<file path="config.mk">
export PLATFORM = sky130hd
export DESIGN_NAME = lgts_ctrl
export DESIGN_NICKNAME = d
export VERILOG_FILES = /design/src/rtl/lgts_pkg.sv /design/src/rtl/lgts_ctrl.sv
export VERILOG_INCLUDE_DIRS = /design/src /design/src/rtl
export SDC_FILE = /design/constraint.sdc
export NUM_CORES = 1
export LEC_CHECK = 0
export ABC_AREA = 1
export ABC_CLOCK_PERIOD_IN_PS = 2800
export BUFFER_PORTS_ARGS = -buffer_cell sky130_fd_sc_hd__buf_4
export CAP_MARGIN = 30
export CORE_MARGIN = 2
export CORE_UTILIZATION = 49
export CTS_CLUSTER_SIZE = 8
export DETAILED_ROUTE_END_ITERATION = 8
export PLACE_DENSITY_LB_ADDON = 0.12
export SYNTH_ARGS = -nofsm -noshare
export SYNTH_HDL_FRONTEND = slang
export SYNTH_SLANG_ARGS = --single-unit
</file>
<file path="constraint.sdc">
create_clock -name clock -period 2.8 [get_ports clock]
set_input_delay 0.14 -clock clock [delete_from_list [all_inputs] [get_ports clock]]
set_output_delay 0.14 -clock clock [all_outputs]
set_load 0.01 [all_outputs]
</file>
<file path="src/rtl/lda_gibbs_topic_sampler_defines.svh">
// assertion macros used by the topic sampler rtl
`ifndef LDA_GIBBS_TOPIC_SAMPLER_DEFINES_SVH
`define LDA_GIBBS_TOPIC_SAMPLER_DEFINES_SVH

// same-cycle implication, checked outside reset
`define LGTS_ASSERT_IMP(lbl, ante, cons) \
   lbl: assert property (@(posedge clock) disable iff (reset) (ante) |-> (cons)) \
      else $error("lgts: assertion failed");

// next-cycle implication, checked outside reset
`define LGTS_ASSERT_NXT(lbl, ante, cons) \
   lbl: assert property (@(posedge clock) disable iff (reset) (ante) |=> (cons)) \
      else $error("lgts: assertion failed");

`endif

</file>
<file path="src/rtl/lgts_pkg.sv">
// shared types and constants of the topic sampler
package lgts_pkg;

   localparam int TOPICS   = 16;
   localparam int WORDS    = 1024;
   localparam int DOCS     = 256;
   localparam int TOKENS   = 32768;

   localparam int TOPIC_W  = 4;
   localparam int WORD_W   = 10;
   localparam int DOC_W    = 8;
   localparam int TOKEN_W  = 15;
   localparam int CNT_W    = 16;
   localparam int PRIOR_W  = 16;
   localparam int WIU_W    = 11;
   localparam int TIU_W    = 5;
   localparam int RAND_W   = 16;
   localparam int WEIGHT_W = 32;
   localparam int PADDR_W  = 4;
   localparam int PDATA_W  = 32;

   localparam int WT_DEPTH = WORDS * TOPICS;
   localparam int DT_DEPTH = DOCS * TOPICS;

   localparam logic [PRIOR_W-1:0] ALPHA_RST = 16'd4096;
   localparam logic [PRIOR_W-1:0] BETA_RST  = 16'd410;
   localparam logic [WIU_W-1:0]   WIU_RST   = 11'd1024;
   localparam logic [TIU_W-1:0]   TIU_RST   = 5'd16;

   typedef enum logic [1:0] {
      FUNC_LOAD,
      FUNC_RESAMPLE,
      FUNC_READ,
      FUNC_NONE
   } func_type;

   typedef enum logic [1:0] {
      REG_ALPHA,
      REG_BETA,
      REG_WIU,
      REG_TIU
   } reg_type;

   typedef struct packed {
      func_type            func;
      logic [WORD_W-1:0]   word;
      logic [DOC_W-1:0]    doc;
      logic [TOKEN_W-1:0]  token;
      logic [TOPIC_W-1:0]  topic;
      logic [RAND_W-1:0]   rand_scale;
      logic [RAND_W-1:0]   rand_start;
   } req_type;

   typedef struct packed {
      logic [TOPIC_W-1:0] new_topic;
      logic [CNT_W-1:0]   word_topic_count;
      logic [CNT_W-1:0]   doc_topic_count;
      logic [CNT_W-1:0]   topic_total;
   } rsp_type;

   typedef struct packed {
      logic capture;
      logic clr_step;
      logic sel_load_in;
      logic sel_load_tok;
      logic sel_zero;
      logic sel_inc;
      logic sel_reduce;
      logic dec_write;
      logic inc_write;
      logic out_read;
      logic out_zero;
      logic mul;
      logic div_start;
      logic div_step;
      logic wt_store;
      logic walk_init;
      logic walk_step;
   } cmd_type;

   typedef struct packed {
      func_type func;
      logic     clr_last;
      logic     sel_ge_t;
      logic     sel_last;
      logic     div_last;
      logic     walk_go;
   } sts_type;

endpackage

</file>
<file path="src/rtl/lgts_ctrl.sv">
// sampler sequencer: steps the datapath through the clearing sweep and through load, resample, read and the unused code
`include "lda_gibbs_topic_sampler_defines.svh"

module lgts_ctrl (
   input  logic              clock,
   input  logic              reset,
   input  logic              req_fire,
   input  logic              out_free,
   input  lgts_pkg::sts_type sts,
   output logic              idle,
   output logic              load_rsp,
   output lgts_pkg::cmd_type cmd
);
   import lgts_pkg::*;

   typedef enum logic [4:0] {
      S_CLEAR,
      S_IDLE,
      S_DISPATCH,
      S_REDUCE,
      S_INCRD,
      S_INCWR,
      S_RDWAIT,
      S_RDOUT,
      S_OLD,
      S_OLDRD,
      S_OLDWR,
      S_WRD,
      S_WMUL,
      S_WDIV0,
      S_WDIV,
      S_WSTORE,
      S_WALK0,
      S_WALK,
      S_DONE
   } state_type;

   state_type state_ff, state_in;

   always_comb begin
      state_in = state_ff;
      cmd      = '0;
      load_rsp = 1'b0;
      unique case (state_ff)
         S_CLEAR: begin
            cmd.clr_step = 1'b1;
            if (sts.clr_last) state_in = S_IDLE;
         end
         S_IDLE: begin
            if (req_fire) begin
               cmd.capture = 1'b1;
               state_in    = S_DISPATCH;
            end
         end
         S_DISPATCH: begin
            unique case (sts.func)
               FUNC_LOAD: begin
                  cmd.sel_load_in = 1'b1;
                  state_in        = S_REDUCE;
               end
               FUNC_RESAMPLE: state_in = S_OLD;
               FUNC_READ: begin
                  cmd.sel_load_in = 1'b1;
                  state_in        = S_RDWAIT;
               end
               FUNC_NONE: begin
                  cmd.out_zero = 1'b1;
                  state_in     = S_DONE;
               end
               default: state_in = S_IDLE;
            endcase
         end
         S_REDUCE: begin
            if (sts.sel_ge_t) cmd.sel_reduce = 1'b1;
            else state_in = S_INCRD;
         end
         S_INCRD: state_in = S_INCWR;
         S_INCWR: begin
            cmd.inc_write = 1'b1;
            state_in      = S_DONE;
         end
         S_RDWAIT: state_in = S_RDOUT;
         S_RDOUT: begin
            cmd.out_read = 1'b1;
            state_in     = S_DONE;
         end
         S_OLD: begin
            cmd.sel_load_tok = 1'b1;
            state_in         = S_OLDRD;
         end
         S_OLDRD: state_in = S_OLDWR;
         S_OLDWR: begin
            cmd.dec_write = 1'b1;
            cmd.sel_zero  = 1'b1;
            state_in      = S_WRD;
         end
         S_WRD: state_in = S_WMUL;
         S_WMUL: begin
            cmd.mul  = 1'b1;
            state_in = S_WDIV0;
         end
         S_WDIV0: begin
            cmd.div_start = 1'b1;
            state_in      = S_WDIV;
         end
         S_WDIV: begin
            cmd.div_step = 1'b1;
            if (sts.div_last) state_in = S_WSTORE;
         end
         S_WSTORE: begin
            cmd.wt_store = 1'b1;
            if (sts.sel_last) begin
               state_in = S_WALK0;
            end else begin
               cmd.sel_inc = 1'b1;
               state_in    = S_WRD;
            end
         end
         S_WALK0: begin
            cmd.walk_init = 1'b1;
            state_in      = S_WALK;
         end
         S_WALK: begin
            if (sts.walk_go) cmd.walk_step = 1'b1;
            else state_in = S_INCRD;
         end
         S_DONE: begin
            if (out_free) begin
               load_rsp = 1'b1;
               state_in = S_IDLE;
            end
         end
         default: state_in = S_IDLE;
      endcase
   end

   always_ff @(posedge clock) begin
      if (reset) begin
         state_ff <= S_CLEAR;
      end else begin
         state_ff <= state_in;
      end
   end

   assign idle = (state_ff == S_IDLE);

   `LGTS_ASSERT_NXT(a_fire_dispatch, req_fire && idle, state_ff == S_DISPATCH)
   `LGTS_ASSERT_NXT(a_walk_exit, state_ff == S_WALK && !sts.walk_go, state_ff == S_INCRD)
   `LGTS_ASSERT_NXT(a_div_exit, state_ff == S_WDIV && sts.div_last, state_ff == S_WSTORE)
   `LGTS_ASSERT_IMP(a_rsp_free, load_rsp, out_free && state_ff == S_DONE)

endmodule
</file>
==> impl_metrics.tcl <==
set metrics [dict create \
    first_global_vias 740 \
    gp_congestion 0.922 \
    track_usage_pct 27.0 \
    drc 0 \
    die_x_um 41.3 \
    seq_area_frac_synth_pct 14.7 \
    power_mw 0.665 \
    cts_buffers 3 \
    routed_wl_mm 2.10 \
    critPathArrivalTime_ns 1.80 \
    antenna_found_initial 0 \
    ys_ff_latch 5 \
    post-dp-hpwl_mm 1.62 \
    drtAntennaViolNets 0 \
    slew_headroom_pct 54.3 \
    fin_hold_ws_ns 0.0541 \
    hold_viol_final 0 \
    area_delta_synth_final_pct 34.3 \
    ff2ff_setup_slack_ns 1.03 \
    met1_length_um 952 \
    powerDensity_mw_per_mm2 726 \
    synth_fa_ha_area_share_pct 0 \
    grt_max_degree 15 \
    status "complete, no violations" \
    met2_wirelength_um 980 \
    synth.area.top_cells "nor2_1 18%, dfxtp_1 15%, nand3_1 13%, inv_1 13%, nand2_1 10%" \
    synth_compound_area_share_pct 8.99 \
    postCtsSetupBuffers 0 \
    reg_top3 "state_ff (5)" \
    htree_levels 1 \
    worstHoldPathCells 2 \
    drt_pre_antenna_iters 4 \
    overflow 0 \
    leakagePower_nw 0.557 \
    portBuffers 29 \
    yosysWarnings 0 \
    via_per_inst 5.36 \
    cp-end-kind "output pin" \
    maxCapViolCount 0 \
    coreArea_mm2 0.00130 \
    pin_count 30 \
    synth_area_leader_cell "nor2_1" \
    cts_buffer_depth 2 \
    criticalPathCategory "flip-flop to output pin" \
    finalWorstPathRequiredPeriod_ns 1.94 \
    drive_above_1_share_pct 24.8 \
    avgSynthCellArea_um2 5.13 \
    largest_register "state_ff" \
    fin_util_pct 70.4 \
    fill_cells 128 \
    worst_pin_slew_ns 0.683 \
    cts_resized 0 \
    cts_tree "yes" \
    cts.sinks 5 \
    start_util_pct 52.4 \
    placementRows 13 \
    yosys.area_share.simple_pct 58.7 \
    drt_iter0_markers 28 \
    cp-start-kind "flip-flop" \
    clkLatencyLatePin_ns 0.25 \
    fin_tns_setup_ns 0 \
    met3WireLength_um 168 \
    die_h_um 41.3 \
    rsz0062_at_grt "false" \
    num_vias 944 \
    ir_drop_mv 0.385 \
    antenna_cells 0 \
    root_buffer "clkbuf_4" \
    period_share_pct 69.1 \
    dieArea_mm2 0.00171 \
    syn_area_um2 682 \
    syn-num-nets 144 \
    path_max_fanout 11 \
    synth_mux_area_share_pct 0 \
    grt_pass1_wl_mm 3.06 \
    reg2reg_depth 8 \
    synth-xor-area-share_pct 0 \
    fin_nets 173 \
    clock_skew_ns 0.00375 \
    largest_reg_flops 5 \
    wl_per_cell_um 11.9 \
    setup_viol 0 \
    synth_top_family_by_area "simple AND/OR/NAND/NOR gates" \
    finalMaxSlewViolations 0 \
    clk_pin_slew_ns 0.05 \
    worstPathRequired_ns 2.66 \
    yosysTopAreaCellShare_pct 18.2 \
    max_clock_freq_mhz 516 \
    cts_hold_buf 0 \
    min_path_type "input port to flip-flop" \
    syn_inst 133 \
    synth.distinct_cells 19 \
    route.top_layer_used "met3" \
]
==> cell type report <==
type,instances,area (µm²),share of cell area (%)
Tap cell,15,18.8,2.05
Sequential cell,5,100,10.9
Timing Repair Buffer,29,218,23.8
Inverter,24,90.1,9.84
Clock inverter,1,5.00,0.546
Multi-Input combinational cell,99,462,50.4
Clock buffer,3,22.5,2.46
==> cell usage in the layout (no fill, tap or decap) <==
cell      instances
nand2_2           1
nor4_1            1
a41oi_1           1
a21oi_1           3
nor3_1            5
nand3b_1          1
o21ai_0           6
nor2_2            3
nand4_1           5
clkbuf_4          3
buf_4            29
clkinv_2          1
nand3_2           2
nand2_1          19
nor2_1           33
o211ai_1          1
nand3_1          18
inv_1            23
dfxtp_1           5
inv_2             1
==> metal layers <==
layer	global-route usage, %	vias to the layer above
met5	0	-
met4	4.84	0
li1	-	485
met2	43.8	41
met1	36.5	418
met3	6.38	0
==> final timing paths <==
path | startpoint | endpoint
hold / removal | reset | state_ff[3]$_SDFFE_PP0P_
setup reg to reg | state_ff[2]$_SDFFE_PP0P_ | state_ff[0]$_SDFFE_PP0P_
setup / recovery | state_ff[2]$_SDFFE_PP0P_ | load_rsp
hold reg to reg | state_ff[2]$_SDFFE_PP0P_ | state_ff[2]$_SDFFE_PP0P_
==> synthesized netlist by cell type (all sizes together) <==
cell	n
nand4	5
nand3	20
nor3	5
nor2	36
dfxtp	5
inv	24
o21ai	6
a21oi	3
nand3b	1
o211ai	1
buf	5
nand2	20
nor4	1
a41oi	1
==> stage by stage <==
step                      instances  setup WS [ns]  area (µm²)
after floorplan                 133           1.42         682
after global placement          172           1.17         888
after detailed placement        172           1.10         888
after CTS                       176          0.920         916
after global routing            176          0.733         916
final                           176          0.864         916
==> kinds of logic after synthesis <==
family,Yosys count
simple gates,88
buf+inv,29
compound gates,11
flops,5
==> critical path, stage by stage (launching register included) <==
cell     delay, ns
dfxtp_1       0.37
nor2_1        0.57
inv_1         0.20
nor4_1        0.23
buf_4         0.17
==> power breakdown <==
part           total, mW  internal [mW]  switching [mW]
Combinational      0.439          0.155           0.284
Clock             0.0874         0.0520          0.0354
Sequential         0.139         0.0934          0.0459
Total              0.665          0.300           0.365
Power figures use the tool's default switching activity.
